<file path="config.mk">
export PLATFORM = sky130hd
export DESIGN_NAME = aws_cell
export DESIGN_NICKNAME = d
export VERILOG_FILES = /design/src/sv/aws_pkg.sv /design/src/sv/aws_cell.sv
export SDC_FILE = /design/constraint.sdc
export NUM_CORES = 1
export LEC_CHECK = 0
export ABC_AREA = 0
export BUFFER_PORTS_ARGS = -buffer_cell sky130_fd_sc_hd__buf_2
export CAP_MARGIN = 40
export CORE_AREA = 2 2 135 137
export CTS_CLUSTER_SIZE = 20
export DETAILED_ROUTE_END_ITERATION = 12
export DIE_AREA = 0 0 137 139
export GPL_TIMING_DRIVEN = 0
export PLACE_DENSITY = 0.84
export SYNTH_ARGS = -nofsm -noshare
export SYNTH_HDL_FRONTEND = slang
export SYNTH_SLANG_ARGS = --single-unit
</file>
<file path="constraint.sdc">
create_clock -name aclk -period 6.4 [get_ports aclk]
set_input_delay 0.32 -clock aclk [delete_from_list [all_inputs] [get_ports aclk]]
set_output_delay 0.32 -clock aclk [all_outputs]
set_load 0.05 [all_outputs]
</file>
<file path="src/sv/aws_pkg.sv">
// ============================================================================
// aws_pkg: shared types and constants for the audio waveshaper
// Mode codes, register indexes, internal fixed-point widths and the word
// that travels down the shaper pipeline.
// ============================================================================
package aws_pkg;

    // Shaper mode codes
    typedef enum logic [1:0] {
        MODE_RAW   = 2'd0,
        MODE_CLEAN = 2'd1,
        MODE_HARD  = 2'd2,
        MODE_FOLD  = 2'd3
    } mode_t;

    // Configuration port
    localparam int CFG_IDX_W  = 1;
    localparam int CFG_DATA_W = 16;
    localparam logic [CFG_IDX_W-1:0] REG_SHAPER_MODE = 1'b0;
    localparam logic [CFG_IDX_W-1:0] REG_DRIVE_GAIN  = 1'b1;

    // Q4.12 gain
    localparam int GAIN_W = 16;
    localparam logic [GAIN_W-1:0] GAIN_UNITY = 16'd4096;

    // Fixed-point layout: input scaled to 24 fraction bits, product has 36
    localparam int IN_FRAC  = 24;
    localparam int FRAC_W   = 36;
    localparam int VAL_W    = 42;   // |p| <= 2^40, folds stay within +-2^40
    localparam int SUM_W    = 44;   // 5*p
    localparam int S24_W    = 27;   // |s24| <= 3*2^24
    localparam int T_W      = 28;   // t <= 9*2^24
    localparam int NUM_W    = 30;   // 27*2^24 + t
    localparam int DEN_W    = 31;   // 27*2^24 + 9*t
    localparam int REM_W    = 31;   // partial remainder, always below den
    localparam int DIV_STEPS = 25;  // quotient <= 2^24
    localparam int QUO_W    = DIV_STEPS;
    localparam int PROD_W   = S24_W + QUO_W + 1;
    localparam int R_W      = 27;   // |r| <= 3*2^24

    localparam logic signed [VAL_W-1:0] ONE_V   = VAL_W'(64'sd1 <<< FRAC_W);
    localparam logic signed [VAL_W-1:0] TWO_V   = VAL_W'(64'sd2 <<< FRAC_W);
    localparam logic signed [SUM_W-1:0] THREE_S = SUM_W'(64'sd3 <<< FRAC_W);
    localparam logic [NUM_W-1:0] NUM_BASE = NUM_W'(64'd27 << IN_FRAC);
    localparam logic [DEN_W-1:0] DEN_BASE = DEN_W'(64'd27 << IN_FRAC);

    // Word carried from stage to stage
    typedef struct packed {
        mode_t                     mode;
        logic                      neg;   // input sample sign
        logic                      sat;   // clean mode beyond +-3
        logic signed [VAL_W-1:0]   val;   // value with 36 fraction bits
        logic signed [S24_W-1:0]   s24;   // clean-mode argument, Q.24
        logic [DEN_W-1:0]          den;
        logic [REM_W-1:0]          rem;
        logic                      nbit;  // next numerator bit to shift in
        logic [QUO_W-1:0]          quo;
    } word_t;

    // Per-cell job select
    typedef struct packed {
        logic do_div;
        logic do_fold;
        logic fold_odd;
    } cell_ctl_t;

endpackage

</file>
<file path="src/sv/aws_cell.sv">
// ============================================================================
// aws_cell: one cell of the shaper chain
// Resolves one quotient bit of the tanh divider when its divide job is set and,
// in fold mode, applies one fold step when its fold job is set, then hands the word to the next cell.
// ============================================================================
module aws_cell (
    input  logic                  aclk,
    input  logic                  aresetn,
    input  aws_pkg::cell_ctl_t    ctl,
    input  logic                  in_valid,
    output logic                  in_ready,
    input  aws_pkg::word_t        in_word,
    output logic                  out_valid,
    input  logic                  out_ready,
    output aws_pkg::word_t        out_word
);

    logic                         valid_reg;
    aws_pkg::word_t               word_reg, word_next;
    logic [aws_pkg::REM_W:0]      rem_sh;
    logic [aws_pkg::REM_W:0]      diff;
    logic                         ge;

    assign in_ready  = ~valid_reg | out_ready;
    assign out_valid = valid_reg;
    assign out_word  = word_reg;

    // restoring divide step and fold step
    always_comb begin
        word_next = in_word;
        rem_sh    = {in_word.rem, in_word.nbit};
        diff      = rem_sh - {1'b0, in_word.den};
        ge        = rem_sh >= {1'b0, in_word.den};
        if (ctl.do_div) begin
            word_next.rem  = ge ? diff[aws_pkg::REM_W-1:0] : rem_sh[aws_pkg::REM_W-1:0];
            word_next.quo  = {in_word.quo[aws_pkg::QUO_W-2:0], ge};
            word_next.nbit = 1'b0;
        end
        if (ctl.do_fold && (in_word.mode == aws_pkg::MODE_FOLD)) begin
            if (ctl.fold_odd) begin
                // reflect about +1
                if (in_word.val > aws_pkg::ONE_V) begin
                    word_next.val = aws_pkg::TWO_V - in_word.val;
                end
            end else if (in_word.val[aws_pkg::VAL_W-1]) begin
                word_next.val = -in_word.val;
            end
        end
    end

    always_ff @(posedge aclk) begin
        if (!aresetn) begin
            valid_reg <= 1'b0;
        end else if (in_ready) begin
            valid_reg <= in_valid;
        end
    end

    always_ff @(posedge aclk) begin
        if (in_ready) begin
            word_reg <= word_next;
        end
    end

endmodule

</file>
Yosys cells after proc, flatten, opt, wreduce, memory -nomap -nowiden
Index checks and enable logic that the tools add are counted.
- order comparisons: 2
- add/sub/neg operators: 3
- $mul: 0
- eq/ne operators: 1
- shifts and indexed selects: 0
- reductions and logical operators: 1
- div/mod/pow operators: 0
- bitwise operators: 2
- mux-type cells: 6
- operators with widths (cell ; count):
    42-bit 2-to-1 mux ; 4
    57-bit 2-to-1 mux ; 1
    42-bit by 38-bit greater-than comparator with 1-bit output (second input constant) ; 1
    42-bit negator ; 1
    39-bit by 42-bit subtractor with 42-bit output (first input constant) ; 1
    32-bit by 31-bit greater-or-equal comparator with 1-bit output ; 1
    31-bit 2-to-1 mux ; 1
    31-bit subtractor ; 1
    2-bit equality test (second input constant) ; 1
    1-bit logical AND ; 1
    1-bit inverter ; 1
    1-bit OR ; 1
- register bits: 162
- bits in writable memories: 0
- input port bits: 168
- output and inout bits: 163
- bits in latches: 0
- memories: 0
- ROM bits: 0
- word-level logic and storage cells: 25

Logic depth before layout (Yosys ltp)
- word-level depth: 4
- mapped depth: 13
- mapped depth without buffers: 11

Worst setup path before layout
No wires, ideal clock.
- kind: input to register
- start: input out_ready
- end: register valid_reg (netlist: out_valid)
- library setup time: 352 ps
- stages: 2
- arrival time: 4985 ps
- path slack: 1063 ps
- data required time: 6048 ps
- buffers on the path: 0
- path through: nand2b_1 -> a21boi_0
- cells in the longest elaborated chain, start to end: 1
- RTL lines (element ; RTL line ; text):
    start, declared ; aws_cell.sv:14 ; input logic out_ready,
    1-bit OR ; aws_cell.sv:24 ; assign in_ready = ~valid_reg | out_ready;
    end signal, assigned ; aws_cell.sv:55 ; valid_reg <= in_valid;
    end, declared ; aws_cell.sv:18 ; logic valid_reg;
No other way between the ends.
A chain may end at the register's enable or synchronous reset.

==> impl_table.tex <==
\begin{tabular}{lr}
\hline
Metric & Value \\
\hline
\multicolumn{2}{l}{\textbf{Run}} \\
\quad Max-cap violation count & 0 \\
\multicolumn{2}{l}{\textbf{CTS}} \\
\quad Total CTS buffers & 17 \\
\quad Number of buffers added for setup after CTS & 0 \\
\quad Post-CTS Resized & 0 \\
\quad TritonCTS clock tree & yes \\
\quad Buffer levels on the longest clock path & 2 \\
\quad Sinks on Clock Net & 162 \\
\quad Count of hold-fix buffers inserted at cts & 0 \\
\quad Clock Pin Slew Worst Setup and Hold Paths & 0.08 ns \\
\quad Clock Latency Late Sink & 0.43 ns \\
\quad Library cell used as clock root buffer & sky130\_fd\_sc\_hd\_\_clkbuf\_16 \\
\quad Htree depth & 4 \\
\multicolumn{2}{l}{\textbf{Pwr}} \\
\quad Leakage power of the design & 4.93 nW \\
\quad Peak supply drop & 0.000179 V \\
\quad PwrDens & 287 nW/um2 \\
\quad Total power & 3.24 mW \\
\multicolumn{2}{l}{\textbf{Logic synthesis}} \\
\quad Ys Warns & 0 \\
\quad Proportion of synthesized chip area in sequential cells & 56.2\% \\
\quad \#FFs+latches synth & 162 \\
\quad Area of the mapped netlist & 8630 um2 \\
\quad Top cell type's share of synthesized area & 56.0\% \\
\quad Cell count after synthesis & 759 \\
\quad Synth async-reset ratio & 0\% \\
\quad Area contributors post-synth & sky130\_fd\_sc\_hd\_\_edfxtp\_1 (56\%), sky130\_fd\_sc\_hd\_\_ha\_1 (4.6\%), sky130\_fd\_sc\_hd\_\_xnor2\_1 (4.3\%) \\
\quad Synth area leader & sky130\_fd\_sc\_hd\_\_edfxtp\_1 \\
\quad Count of flip-flops with a built-in enable after synthesis & 161 \\
\quad Post-synthesis net count & 960 \\
\quad Mapped Avg Cell Area & 11.4 um2 \\
\quad Number of distinct library cells after synthesis & 63 \\
\quad Synth cell count leaders & sky130\_fd\_sc\_hd\_\_edfxtp\_1 (161), sky130\_fd\_sc\_hd\_\_nand2\_1 (82), sky130\_fd\_sc\_hd\_\_nor2\_1 (52), sky130\_fd\_sc\_hd\_\_inv\_1 (48), sky130\_fd\_sc\_hd\_\_a21oi\_1 (45) \\
\quad Cell with the most instances after synthesis & sky130\_fd\_sc\_hd\_\_edfxtp\_1 \\
\quad Top FF cell, synth & sky130\_fd\_sc\_hd\_\_edfxtp\_1 \\
\multicolumn{2}{l}{\textbf{Detailed routing}} \\
\quad 1st-iter DRT viols & 638 \\
\quad Vias & 7599 \\
\quad ANT nets after route & 0 \\
\quad Drt wl/cell & 18.8 um \\
\quad Routed Wire Length & 25.4 mm \\
\quad Remaining routing DRC violations & 0 \\
\quad First-pass DRT Iterations & 5 \\
\quad Number of vias per cell after detailed routing & 5.62 \\
\multicolumn{2}{l}{\textbf{Worst hold path}} \\
\quad Hold Path Depth & 1 \\
\quad Worst hold path class & in2reg \\
\quad Launch point of the worst hold path & in\_word[90] \\
\quad Hold-critical path endpoint & out\_word[90]\$\_DFFE\_PP\_ \\
\multicolumn{2}{l}{\textbf{Floorplan}} \\
\quad Full die area & 19000 um2 \\
\quad Number of rows in the core area & 49 \\
\quad Std-Cell Core Area & 17700 um2 \\
\quad Top-level port count & 331 \\
\quad Die Y & 139 um \\
\quad Die X & 137 um \\
\quad Starting density of the core & 48.9\% \\
\multicolumn{2}{l}{\textbf{Layout}} \\
\quad Area growth, synth to finish & 30.6\% \\
\quad Utilization of the core after routing & 63.8\% \\
\quad Net count of the finished layout & 1311 \\
\quad Count of filler cells inserted in the layout & 1366 \\
\quad Diodes inserted & 0 \\
\quad Layout cells sized above 1 & 36.6\% \\
\multicolumn{2}{l}{\textbf{Global route}} \\
\quad Initial antenna violation count & 0 \\
\quad Grt total ovfl & 0 \\
\quad Global-route wire length before repair & 37.5 mm \\
\quad Via count of the first global-routing pass & 7156 \\
\quad Gr usage total & 25.9\% \\
\quad Pin count of the biggest net entering global routing & 51 \\
\multicolumn{2}{l}{\textbf{Timing}} \\
\quad Worst-case hold slack & 0.0603 ns \\
\quad Slew of the pin with the lowest slew margin & 0.833 ns \\
\quad Slew margin rel. & 44.0\% \\
\quad Period utilisation layout & 60.3\% \\
\quad Finish-stage setup viols & 0 \\
\quad Final hold vios & 0 \\
\quad Fin. max-slew vios & 0 \\
\quad Worst clock skew & 0.00988 ns \\
\quad Post-route minimum period & 3.86 ns \\
\quad Achievable clock frequency & 0.259 GHz \\
\quad Final sum of negative setup slack & 0 ns \\
\quad Unrepaired setup endpoints after global routing & no \\
\multicolumn{2}{l}{\textbf{Setup path}} \\
\quad Worst Setup Path Type & in2reg \\
\quad Kind of end point of the critical path & flip-flop \\
\quad Worst-case register-to-register setup slack & 4.76 ns \\
\quad Worst Setup Start Kind & input port \\
\quad Critical Path RT & 6.67 ns \\
\quad Register-to-Register Path Depth & 3 \\
\quad Startpoint of the worst register-to-register path & out\_valid\$\_SDFFE\_PN0P\_ \\
\quad Highest net fanout along the worst path & 10 \\
\quad Worst reg2reg path endpoint & out\_word[84]\$\_DFFE\_PP\_ \\
\quad Critical Path AT & 4.13 ns \\
\multicolumn{2}{l}{\textbf{Placed design}} \\
\quad Detailed-placement wirelength estimate & 19.7 mm \\
\quad Count of buffers from port buffering & 329 \\
\quad Routability Congestion & 0.911 \\
\multicolumn{2}{l}{\textbf{Run status}} \\
\quad Run status & finished, final reports clean \\
\hline
\end{tabular}
-- cells in the final DEF, fill, tap and decap left out, types with 6 or more instances in the layout --
cell                        netlist  final
sky130_fd_sc_hd__buf_2            2    331
sky130_fd_sc_hd__edfxtp_1       161    161
sky130_fd_sc_hd__nand2_1         82     82
sky130_fd_sc_hd__nor2_1          52     52
sky130_fd_sc_hd__inv_1           48     48
sky130_fd_sc_hd__a21oi_1         45     45
sky130_fd_sc_hd__xnor2_1         42     42
sky130_fd_sc_hd__ha_1            32     32
sky130_fd_sc_hd__mux2_2          26     26
sky130_fd_sc_hd__o21ai_0         23     23
sky130_fd_sc_hd__nand3_1         21     21
sky130_fd_sc_hd__a31oi_1         21     21
sky130_fd_sc_hd__clkbuf_1        19     19
sky130_fd_sc_hd__clkbuf_16        0     17
sky130_fd_sc_hd__xor2_1          16     16
sky130_fd_sc_hd__o21ai_1         14     14
sky130_fd_sc_hd__a21o_1          14     14
sky130_fd_sc_hd__nor3_1          13     13
sky130_fd_sc_hd__o31ai_1         11     11
sky130_fd_sc_hd__or3_1            9      9
sky130_fd_sc_hd__nand4_1          9      9
sky130_fd_sc_hd__and3_1           6      6
sky130_fd_sc_hd__o21a_1           6      6
-- metal layers --
layer	GRT usage, %	vias up	part of all wire, %
met5	0	-	0
met1	34.1	3550	41
met2	40.8	439	47
met3	5.19	78	8.2
met4	12.5	0	3.5
li1	-	3532	-
-- logic make-up (layout without fill, tap and decap cells) --
| kind of cell | count (synthesis) | count (layout) | share of synthesized area [%] |
|---|---|---|---|
| buffers and inverters | 74 | 438 | 3.42 |
| flip-flops | 162 | 162 | 56.2 |
| multiplexers | 28 | 28 | 3.62 |
| XOR/XNOR | 58 | 58 | 5.88 |
| adder cells (fa/ha/maj) | 34 | 34 | 4.99 |
| AND/OR/NAND/NOR | 228 | 228 | 12.8 |
| AO/OA/AOI/OAI | 175 | 175 | 13.1 |
-- where the power goes --
group	total (mW)	leakage (nW)	internal, mW	switching [mW]
logic	0.858	2.95	0.235	0.623
clock network	1.07	0.301	0.569	0.501
registers	1.31	1.67	1.28	0.0267
total	3.24	4.93	2.08	1.15
-- flip-flops by register name, summed over array words and instances (netlist names) --
register,count
out_valid,1
out_word,161
-- worst max-delay path: stages --
cell and delay (ns):
sky130_fd_sc_hd__buf_2 0.11, sky130_fd_sc_hd__inv_1 0.10, sky130_fd_sc_hd__ha_1 0.25, sky130_fd_sc_hd__fa_1 0.40, sky130_fd_sc_hd__nand2b_1 0.20, sky130_fd_sc_hd__a2111oi_0 0.60
sky130_fd_sc_hd__nor3_1 0.22, sky130_fd_sc_hd__o211ai_1 0.22, sky130_fd_sc_hd__nand3_1 0.29, sky130_fd_sc_hd__nand2_1 0.50, sky130_fd_sc_hd__clkbuf_1 0.53, sky130_fd_sc_hd__nand2_1 0.17
sky130_fd_sc_hd__a31oi_1 0.22
-- final cells by class --
class	count	area (um2)	area share, %
timing repair buffer	332	1710	15.2
inverter	48	180	1.60
buffer	26	115	1.02
clock buffer	17	425	3.77
tap	229	287	2.54
sequential	162	4850	43.1
clock inverter	15	204	1.81
multi-input combinational	523	3490	31.0
-- per-stage QoR --
stage / cell area (um2) / worst slack (ns) / std cells
2_1_floorplan: 8630 / 1.06 / 759
3_3_place_gp: 10600 / -0.517 / 1317
3_5_place_dp: 10600 / 2.23 / 1320
4_1_cts: 11300 / 2.69 / 1352
5_1_grt: 11300 / 2.40 / 1352
6_report: 11300 / 2.54 / 1352
-- how the worst max path moves through the flow --
stage / from / depth (start not counted) / endpoint / slack [ns]
finish: in_word[25] / 13 / out_word[42]$_DFFE_PP_ / 2.54
global route: in_word[25] / 14 / out_word[45]$_DFFE_PP_ / 2.40
CTS: in_word[25] / 14 / out_word[29]$_DFFE_PP_ / 2.69
detailed placement: in_word[25] / 14 / out_word[29]$_DFFE_PP_ / 2.23
global placement: out_ready / 3 / in_ready / -0.52
floorplan: out_ready / 2 / out_valid$_SDFFE_PN0P_ / 1.06
Note: power is estimated with default switching activity, not from simulation.
