$ cat config.mk
export PLATFORM = sky130hd
export DESIGN_NAME = aws_front
export DESIGN_NICKNAME = d
export VERILOG_FILES = /design/src/sv/aws_pkg.sv /design/src/sv/aws_front.sv
export SDC_FILE = /design/constraint.sdc
export NUM_CORES = 2
export LEC_CHECK = 0
export BUFFER_PORTS_ARGS = -buffer_cell sky130_fd_sc_hd__buf_2
export CORE_ASPECT_RATIO = 1.2
export CORE_MARGIN = 2
export CORE_UTILIZATION = 30
export DETAILED_ROUTE_END_ITERATION = 7
export HOLD_SLACK_MARGIN = 0.1
export PLACE_DENSITY = 0.52
export SYNTH_ARGS = -nofsm -noshare
export SYNTH_HDL_FRONTEND = slang
export SYNTH_SLANG_ARGS = --single-unit
$ cat constraint.sdc
create_clock -name aclk -period 15.2 [get_ports aclk]
set_input_delay 2.28 -clock aclk [delete_from_list [all_inputs] [get_ports aclk]]
set_output_delay 2.28 -clock aclk [all_outputs]
set_load 0.1 [all_outputs]
$ cat src/sv/aws_pkg.sv
// ============================================================================
// aws_pkg: shared types and constants for the audio waveshaper
// Mode codes, register indexes, internal fixed-point widths and the word
// that travels down the shaper pipeline.
// ============================================================================
package aws_pkg;

    // Shaper mode codes
    typedef enum logic [1:0] {
        MODE_RAW   = 2'd0,
        MODE_CLEAN = 2'd1,
        MODE_HARD  = 2'd2,
        MODE_FOLD  = 2'd3
    } mode_t;

    // Configuration port
    localparam int CFG_IDX_W  = 1;
    localparam int CFG_DATA_W = 16;
    localparam logic [CFG_IDX_W-1:0] REG_SHAPER_MODE = 1'b0;
    localparam logic [CFG_IDX_W-1:0] REG_DRIVE_GAIN  = 1'b1;

    // Q4.12 gain
    localparam int GAIN_W = 16;
    localparam logic [GAIN_W-1:0] GAIN_UNITY = 16'd4096;

    // Fixed-point layout: input scaled to 24 fraction bits, product has 36
    localparam int IN_FRAC  = 24;
    localparam int FRAC_W   = 36;
    localparam int VAL_W    = 42;   // |p| <= 2^40, folds stay within +-2^40
    localparam int SUM_W    = 44;   // 5*p
    localparam int S24_W    = 27;   // |s24| <= 3*2^24
    localparam int T_W      = 28;   // t <= 9*2^24
    localparam int NUM_W    = 30;   // 27*2^24 + t
    localparam int DEN_W    = 31;   // 27*2^24 + 9*t
    localparam int REM_W    = 31;   // partial remainder, always below den
    localparam int DIV_STEPS = 25;  // quotient <= 2^24
    localparam int QUO_W    = DIV_STEPS;
    localparam int PROD_W   = S24_W + QUO_W + 1;
    localparam int R_W      = 27;   // |r| <= 3*2^24

    localparam logic signed [VAL_W-1:0] ONE_V   = VAL_W'(64'sd1 <<< FRAC_W);
    localparam logic signed [VAL_W-1:0] TWO_V   = VAL_W'(64'sd2 <<< FRAC_W);
    localparam logic signed [SUM_W-1:0] THREE_S = SUM_W'(64'sd3 <<< FRAC_W);
    localparam logic [NUM_W-1:0] NUM_BASE = NUM_W'(64'd27 << IN_FRAC);
    localparam logic [DEN_W-1:0] DEN_BASE = DEN_W'(64'd27 << IN_FRAC);

    // Word carried from stage to stage
    typedef struct packed {
        mode_t                     mode;
        logic                      neg;   // input sample sign
        logic                      sat;   // clean mode beyond +-3
        logic signed [VAL_W-1:0]   val;   // value with 36 fraction bits
        logic signed [S24_W-1:0]   s24;   // clean-mode argument, Q.24
        logic [DEN_W-1:0]          den;
        logic [REM_W-1:0]          rem;
        logic                      nbit;  // next numerator bit to shift in
        logic [QUO_W-1:0]          quo;
    } word_t;

    // Per-cell job select
    typedef struct packed {
        logic do_div;
        logic do_fold;
        logic fold_odd;
    } cell_ctl_t;

endpackage

$ cat src/sv/aws_front.sv
// ============================================================================
// aws_front: gain multiply and clean-mode preparation
// Four elastic stages: gain product, scale and clamp, square, and the
// numerator and denominator of the rational tanh term.
// ============================================================================
module aws_front #(
    parameter int SAMPLE_BITS = 16
) (
    input  logic                               aclk,
    input  logic                               aresetn,
    input  logic                               in_valid,
    output logic                               in_ready,
    input  logic signed [SAMPLE_BITS-1:0]      in_sample,
    input  aws_pkg::mode_t                     mode,
    input  logic [aws_pkg::GAIN_W-1:0]         gain,
    output logic                               out_valid,
    input  logic                               out_ready,
    output aws_pkg::word_t                     out_word
);

    localparam int NST     = 4;
    localparam int P_SHIFT = aws_pkg::IN_FRAC + 1 - SAMPLE_BITS;
    localparam int PRD_W   = SAMPLE_BITS + aws_pkg::GAIN_W + 1;
    localparam int SQ_W    = 2 * aws_pkg::S24_W;

    logic [NST-1:0] vld_reg;
    logic [NST:0]   rdy;
    logic [NST-1:0] vin;

    // stage payload
    logic signed [aws_pkg::VAL_W-1:0] p1_reg, p1_next;
    aws_pkg::mode_t                   mode1_reg, mode1_next;
    logic                             neg1_reg, neg1_next;
    aws_pkg::word_t                   w2_reg, w2_next;
    aws_pkg::word_t                   w3_reg, w3_next;
    logic [aws_pkg::T_W-1:0]          t3_reg, t3_next;
    aws_pkg::word_t                   w4_reg, w4_next;

    // combinational helpers
    logic [aws_pkg::GAIN_W-1:0]         gain_eff;
    logic signed [PRD_W-1:0]            prod;
    logic signed [aws_pkg::SUM_W-1:0]   s_val;
    logic signed [aws_pkg::SUM_W-1:0]   s_bias;
    logic signed [aws_pkg::SUM_W-1:0]   s_sh;
    logic                               sat_hi;
    logic                               sat_lo;
    logic signed [aws_pkg::VAL_W-1:0]   p_clamp;
    logic signed [SQ_W-1:0]             sq;
    logic [aws_pkg::NUM_W-1:0]          a_val;
    logic [aws_pkg::DEN_W-1:0]          d_val;

    // handshake: a stage takes a new word when empty or when it drains
    assign vin = {vld_reg[NST-2:0], in_valid};
    always_comb begin
        rdy[NST] = out_ready;
        for (int i = 0; i < NST; i++) begin
            rdy[i] = ~vld_reg[i] | rdy[i+1];
        end
    end
    assign in_ready  = rdy[0];
    assign out_valid = vld_reg[NST-1];
    assign out_word  = w4_reg;

    always_ff @(posedge aclk) begin
        if (!aresetn) begin
            vld_reg <= '0;
        end else begin
            for (int i = 0; i < NST; i++) begin
                if (rdy[i]) begin
                    vld_reg[i] <= vin[i];
                end
            end
        end
    end

    // stage 1: p = x * 2^(25-S) * gain; raw mode rides the hard path at unity
    always_comb begin
        gain_eff   = (mode == aws_pkg::MODE_RAW) ? aws_pkg::GAIN_UNITY : gain;
        prod       = in_sample * $signed({1'b0, gain_eff});
        p1_next    = aws_pkg::VAL_W'(prod) <<< P_SHIFT;
        mode1_next = mode;
        neg1_next  = in_sample[SAMPLE_BITS-1];
    end

    // stage 2: 5*p, soft clip thresholds, Q.24 cut, hard clamp
    always_comb begin
        s_val  = (aws_pkg::SUM_W'(p1_reg) <<< 2) + aws_pkg::SUM_W'(p1_reg);
        sat_hi = s_val > aws_pkg::THREE_S;
        sat_lo = s_val < -aws_pkg::THREE_S;
        s_bias = s_val + (s_val[aws_pkg::SUM_W-1] ? aws_pkg::SUM_W'(4095)
                                                  : aws_pkg::SUM_W'(0));
        s_sh   = s_bias >>> (aws_pkg::FRAC_W - aws_pkg::IN_FRAC);

        if (p1_reg > aws_pkg::ONE_V) begin
            p_clamp = aws_pkg::ONE_V;
        end else if (p1_reg < -aws_pkg::ONE_V) begin
            p_clamp = -aws_pkg::ONE_V;
        end else begin
            p_clamp = p1_reg;
        end

        w2_next      = '0;
        w2_next.mode = mode1_reg;
        w2_next.neg  = neg1_reg;
        w2_next.sat  = sat_hi | sat_lo;
        w2_next.s24  = s_sh[aws_pkg::S24_W-1:0];
        case (mode1_reg) inside
            aws_pkg::MODE_RAW, aws_pkg::MODE_HARD: begin
                w2_next.val = p_clamp;
            end
            aws_pkg::MODE_CLEAN: begin
                w2_next.val = sat_hi ? aws_pkg::ONE_V :
                              (sat_lo ? -aws_pkg::ONE_V : p1_reg);
            end
            default: begin
                w2_next.val = p1_reg;
            end
        endcase
    end

    // stage 3: t = s24^2 >> 24
    always_comb begin
        sq      = w2_reg.s24 * w2_reg.s24;
        t3_next = sq[aws_pkg::IN_FRAC +: aws_pkg::T_W];
        w3_next = w2_reg;
    end

    // stage 4: numerator 27+t and denominator 27+9t; divider state seeded
    always_comb begin
        a_val        = aws_pkg::NUM_BASE + aws_pkg::NUM_W'(t3_reg);
        d_val        = aws_pkg::DEN_BASE + (aws_pkg::DEN_W'(t3_reg) << 3)
                       + aws_pkg::DEN_W'(t3_reg);
        w4_next      = w3_reg;
        w4_next.rem  = aws_pkg::REM_W'(a_val >> 1);
        w4_next.nbit = a_val[0];
        w4_next.den  = d_val;
        w4_next.quo  = '0;
    end

    // payload registers
    always_ff @(posedge aclk) begin
        if (rdy[0]) begin
            p1_reg    <= p1_next;
            mode1_reg <= mode1_next;
            neg1_reg  <= neg1_next;
        end
        if (rdy[1]) begin
            w2_reg <= w2_next;
        end
        if (rdy[2]) begin
            w3_reg <= w3_next;
            t3_reg <= t3_next;
        end
        if (rdy[3]) begin
            w4_reg <= w4_next;
        end
    end

endmodule

## After elaboration in Yosys (flattened, before gate mapping)

Index checks and enable logic that the tools add are counted.

| cells by class | value |
|---|---|
| $lt $le $gt $ge | 4 |
| muxes and demuxes | 8 |
| reduce and logical (&&, ||, !) cells | 3 |
| add/subtract/negate cells | 5 |
| eq/ne operators | 2 |
| shifts and indexed selects | 0 |
| multipliers | 2 |
| bitwise logic cells | 9 |
| divide/modulo/power cells | 0 |

Operators by type and width:

| operator | number |
|---|---|
| 42-bit two-way mux | 6 |
| 27-bit by 27-bit multiplier with 52-bit output | 1 |
| 44-bit by 42-bit adder with 44-bit output | 1 |
| 44-bit by 39-bit > comparator with 1-bit output (second input constant) | 1 |
| 44-bit by 39-bit < comparator with 1-bit output (second input constant) | 1 |
| 42-bit by 38-bit > comparator with 1-bit output (second input constant) | 1 |
| 42-bit by 37-bit < comparator with 1-bit output (second input constant) | 1 |
| 39-bit by 13-bit adder with 39-bit output | 1 |
| 16-bit by 17-bit multiplier with 33-bit output | 1 |
| 29-bit by 31-bit adder with 31-bit output (first input constant) | 1 |
| 31-bit by 28-bit adder with 31-bit output | 1 |
| 29-bit by 28-bit adder with 30-bit output (first input constant) | 1 |
| 16-bit two-way mux | 1 |
| 12-bit two-way mux | 1 |
| 1-bit OR | 5 |
| 2-bit zero test | 2 |
| 1-bit inverter | 4 |
| 2-bit by 1-bit == test with 1-bit output (second input constant) | 1 |
| 2-bit == test (second input constant) | 1 |
| 2-bit OR reduction | 1 |

| word-level totals | value |
|---|---|
| flip-flop bits (word level) | 348 |
| logic and storage cells | 59 |
| bits in latches | 0 |
| input bits | 38 |
| memory bits (writable) | 0 |
| bits in read-only memories | 0 |
| memories kept | 0 |

## Depth between registers and ports, before layout

| logic depth | value |
|---|---|
| word-level depth | 6 |
| mapped depth | 29 |
| depth with buffers taken out | 27 |

## Worst setup path before layout

OpenSTA, ideal clock, no wires.

| timing | value |
|---|---|
| path kind | in2reg |
| start | input port mode[1] |
| end | register p1_reg[41] (netlist name) (data pin) |
| buffers on the path | 3 |
| cell stages on the path | 29 |
| arrival | 8.756 ns |
| data required time | 14.940 ns |
| setup time | 0.260 ns |
| path slack | 6.184 ns |
| cells stage by stage | or2_2 > clkbuf_1 > clkbuf_1 > and2_1 > clkbuf_1 > nand2_1 > fa_1 > inv_1 > fa_1 > inv_1 > fa_1 > fa_1 > inv_1 > fa_1 > inv_1 > fa_1 > inv_1 > ha_1 > o21a_1 > o21ai_0 > a21oi_1 > o211ai_1 > a21oi_1 > nor3_1 > nor3_1 > a311o_1 > a221o_1 > a21oi_1 > xnor2_1 |

| on the way | value |
|---|---|
| longest elaborated chain between the ends | 3 |

Ends and longest elaborated chain:

| element | line | RTL |
|---|---|---|
| from (decl) | aws_front.sv:14 | `input aws_pkg::mode_t mode,` |
| 2-bit zero test | aws_front.sv:78 | `gain_eff = (mode == aws_pkg::MODE_RAW) ? aws_pkg::GAIN_UNITY : gain;` |
| 16-bit two-way mux | aws_front.sv:78 |  |
| 16-bit by 17-bit multiplier with 33-bit output | aws_front.sv:79 | `prod = in_sample * $signed({1'b0, gain_eff});` |
| net prod[32] | aws_front.sv:41 | `logic signed [PRD_W-1:0] prod;` |
| to (signal assigned) | aws_front.sv:143 | `p1_reg <= p1_next;` |
| to (decl) | aws_front.sv:31 | `logic signed [aws_pkg::VAL_W-1:0] p1_reg, p1_next;` |

The timed path passes the listed nets, and every way through them passes these cells.
A chain may end at the register's enable or synchronous reset.

## Final worst setup path

| timing | value |
|---|---|
| start | input port mode[0] |
| end | register p1_reg[40] (netlist name) (data pin) |

Same word-level chain as after synthesis.

==> results.toml <==
[outcome]
status = "completed"

[finish]
seqCellArea_mm2 = 0.00951
syn2layout_area_growth_pct = 9.17
final_nets = 5794
largest_reg_flops = 122
multi_input_area_mm2 = 0.0310
fillers = 15500
layout-drive-gt1-share = 0.0625
final_cells = 6502
diodes = 0

[cts]
cts_made_buffers = 39
cts.sinks = 318
ctsHoldBuffers = 0
clk_latency_ps = 620
htree_levels = 2
cts_root_buf = "clkbuf_16"
post-cts-setup-buffers = 0
cts_tree = "built"
clk_pin_slew_ps = 70
cts-resized-gates = 0
clk_path_buf_depth = 3

[yosys]
ys_ff_latch = 318
synth.distinct_cells = 80
syn_area_per_cell_um2 = 10.3
synth_edf_count = 314
synthArstFlopShare = 0
synth_cells = 4391
synth_area_mm2 = 0.0454
yosysTopAreaCell = "fa_1"
netlist.area_leader.share = 0.387
seq_area_frac_synth = 0.209
synth.top_cells.by_area = "fa_1, edfxtp_1, ha_1"
yosys_warnings = 0
synthFlopType = "edfxtp_1"

[sta]
fin_tns_setup_ps = 0
hold_viol = 0
finalClockSkew_ps = 44.9
relSlewSlack = 0.330
max_freq_mhz = 104
period_share = 0.632
drv_slew = 0
rsz0062_at_grt = "false"
worst-slew-pin-transition_ps = 1000
setup_viol_count_final = 0
finalCriticalPeriod_ps = 9610

[worst_setup_path]
r2r_setup_slack_ps = 6540
r2r-end = "t3_reg[26]"
startpoint_type = "input pin"
end_kind = "flop"
crit_required_ps = 15530
reg2regPathDepth = 25
reg2reg_from = "w2_reg[98]"
criticalPathCategory = "input pin to flop"
cp_max_fo = 65
path_common_cell = "fa_1"
cpPeakStageDelay_ps = 540
critPathArrivalTime_ps = 9940
slowest_stage = "buf_4"

[floorplan]
core-area_mm2 = 0.150
dieArea_mm2 = 0.155
die_w_um = 359
start_util = 0.302
die_y_um = 430
ioPinCount = 201
rows = 156

[hold_path]
hold_end = "w3_reg[145]"
min-delay-start = "w2_reg[145]"
min_path_type = "flop to flop"
hold-path-cell-count = 0

[place]
dp.cells = 6433
hpwl_mm = 92.2
gp_congestion = 0.868
io_buffers = 164

[detailed_routing]
drc = 0
vias_per_cell = 4.56
vias = 29600
wl_mm = 116
drtPass1Iterations = 5
ant_nets = 0
wire_per_inst_um = 17.9
initialDrtViolationCount = 1253

[global_route]
antenna_found_initial = 3
grt_max_degree = 70
grt_pass1_wl_mm = 186
use_met2 = 0.284
met1_usage = 0.190
global_route.usage.met3 = 0.0182
grt_pass1_vias = 33300
top_usage_layer = "met2"
grt_overflow = 0
gr-usage-all-layers = 0.156

[job]
maxCapViolations = 0
## synth_stat cells, types with 5 or more instances
cell	instances
or2_2	6
o21a_1	25
fa_1	878
a21o_1	47
nand3_1	36
a211oi_1	14
nor2b_1	20
inv_1	1134
buf_4	39
edfxtp_1	314
o22ai_1	5
clkbuf_1	126
nor3_1	30
o31ai_1	10
xnor2_1	105
xor2_1	52
nor2_1	156
a21oi_1	103
a21boi_0	6
nand4_1	12
nand2_1	396
a31oi_1	8
or3_1	7
o211ai_1	7
nand2b_1	24
o21bai_1	10
and3_1	118
a2111oi_0	5
and2_1	175
ha_1	379
o21ai_0	44
nor4_1	13
## stage by stage
| stage | hold slack (ps) | worst slack [ps] | cell area, µm² | util |
|---|---|---|---|---|
| after CTS | 401 | 5630 | 49600 | 0.330 |
| after global placement | 401 | 5100 | 48400 | 0.321 |
| after floorplan | 400 | 6180 | 45600 | - |
| after detailed placement | 405 | 5000 | 48400 | 0.321 |
| final | 406 | 5590 | 49600 | 0.330 |
| after global routing | 408 | 5060 | 49600 | 0.330 |
## logic make-up (layout without fill, tap and decap cells)
kind of cell / count (synthesis) / after routing / synth area share
compound gates: 332 / 332 / 0.0482
flops: 318 / 318 / 0.209
simple gates: 1016 / 1016 / 0.109
buf+inv: 1307 / 1408 / 0.112
xor+xnor: 157 / 157 / 0.0303
other cells: 1 / 36 / 0.0000825
fa+ha+maj: 1257 / 1257 / 0.491
mux: 3 / 3 / 0.000716
## cells in the final DEF (no fill, tap or decap), types with 24 or more instances in the layout
cell type / n
inv_1: 1132
fa_1: 878
nand2_1: 395
ha_1: 379
edfxtp_1: 314
and2_1: 175
buf_2: 164
nor2_1: 156
and3_1: 118
xnor2_1: 105
a21oi_1: 103
xor2_1: 52
a21o_1: 47
o21ai_0: 44
clkbuf_16: 39
buf_4: 37
nand3_1: 36
conb_1: 36
nor3_1: 30
o21a_1: 25
nand2b_1: 24
## metal layers
metal | share of wire | wire (µm)
met5 | 0 | 0
met4 | 0.036 | 4240
met3 | 0.040 | 4700
met2 | 0.51 | 59600
met1 | 0.41 | 47800
## cell type report
cell class,count,share of cell area
clock inverter,28,0.00542
sequential,318,0.192
timing repair buffer,201,0.0221
tap,1975,0.0498
inverter,1138,0.0862
multi-input combinational,2801,0.625
clock buffer,41,0.0198
## worst max-delay path by stage
stage / from / to / slack (ps) / cells past startpoint
4_1_cts: mode[0] / p1_reg[40] / 5630 / 28
5_1_grt: mode[1] / p1_reg[40] / 5060 / 28
6_report: mode[0] / p1_reg[40] / 5590 / 28
3_3_place_gp: mode[1] / p1_reg[40] / 5100 / 28
2_1_floorplan: mode[1] / p1_reg[41] / 6180 / 29
3_5_place_dp: mode[0] / p1_reg[40] / 5000 / 28
## worst max-delay path, delay by kind of cell
kind	cells	cell delay [ps]
AOI/OAI and AO/OA	7	2020
xor gates and xnor gates	1	100
adders and majority gates	7	3310
buffers and inverters	8	1260
and+or+nand+nor	5	910
Power is not shown: default switching activity piles up to over one toggle a cycle in this logic, so the estimate is an artifact.
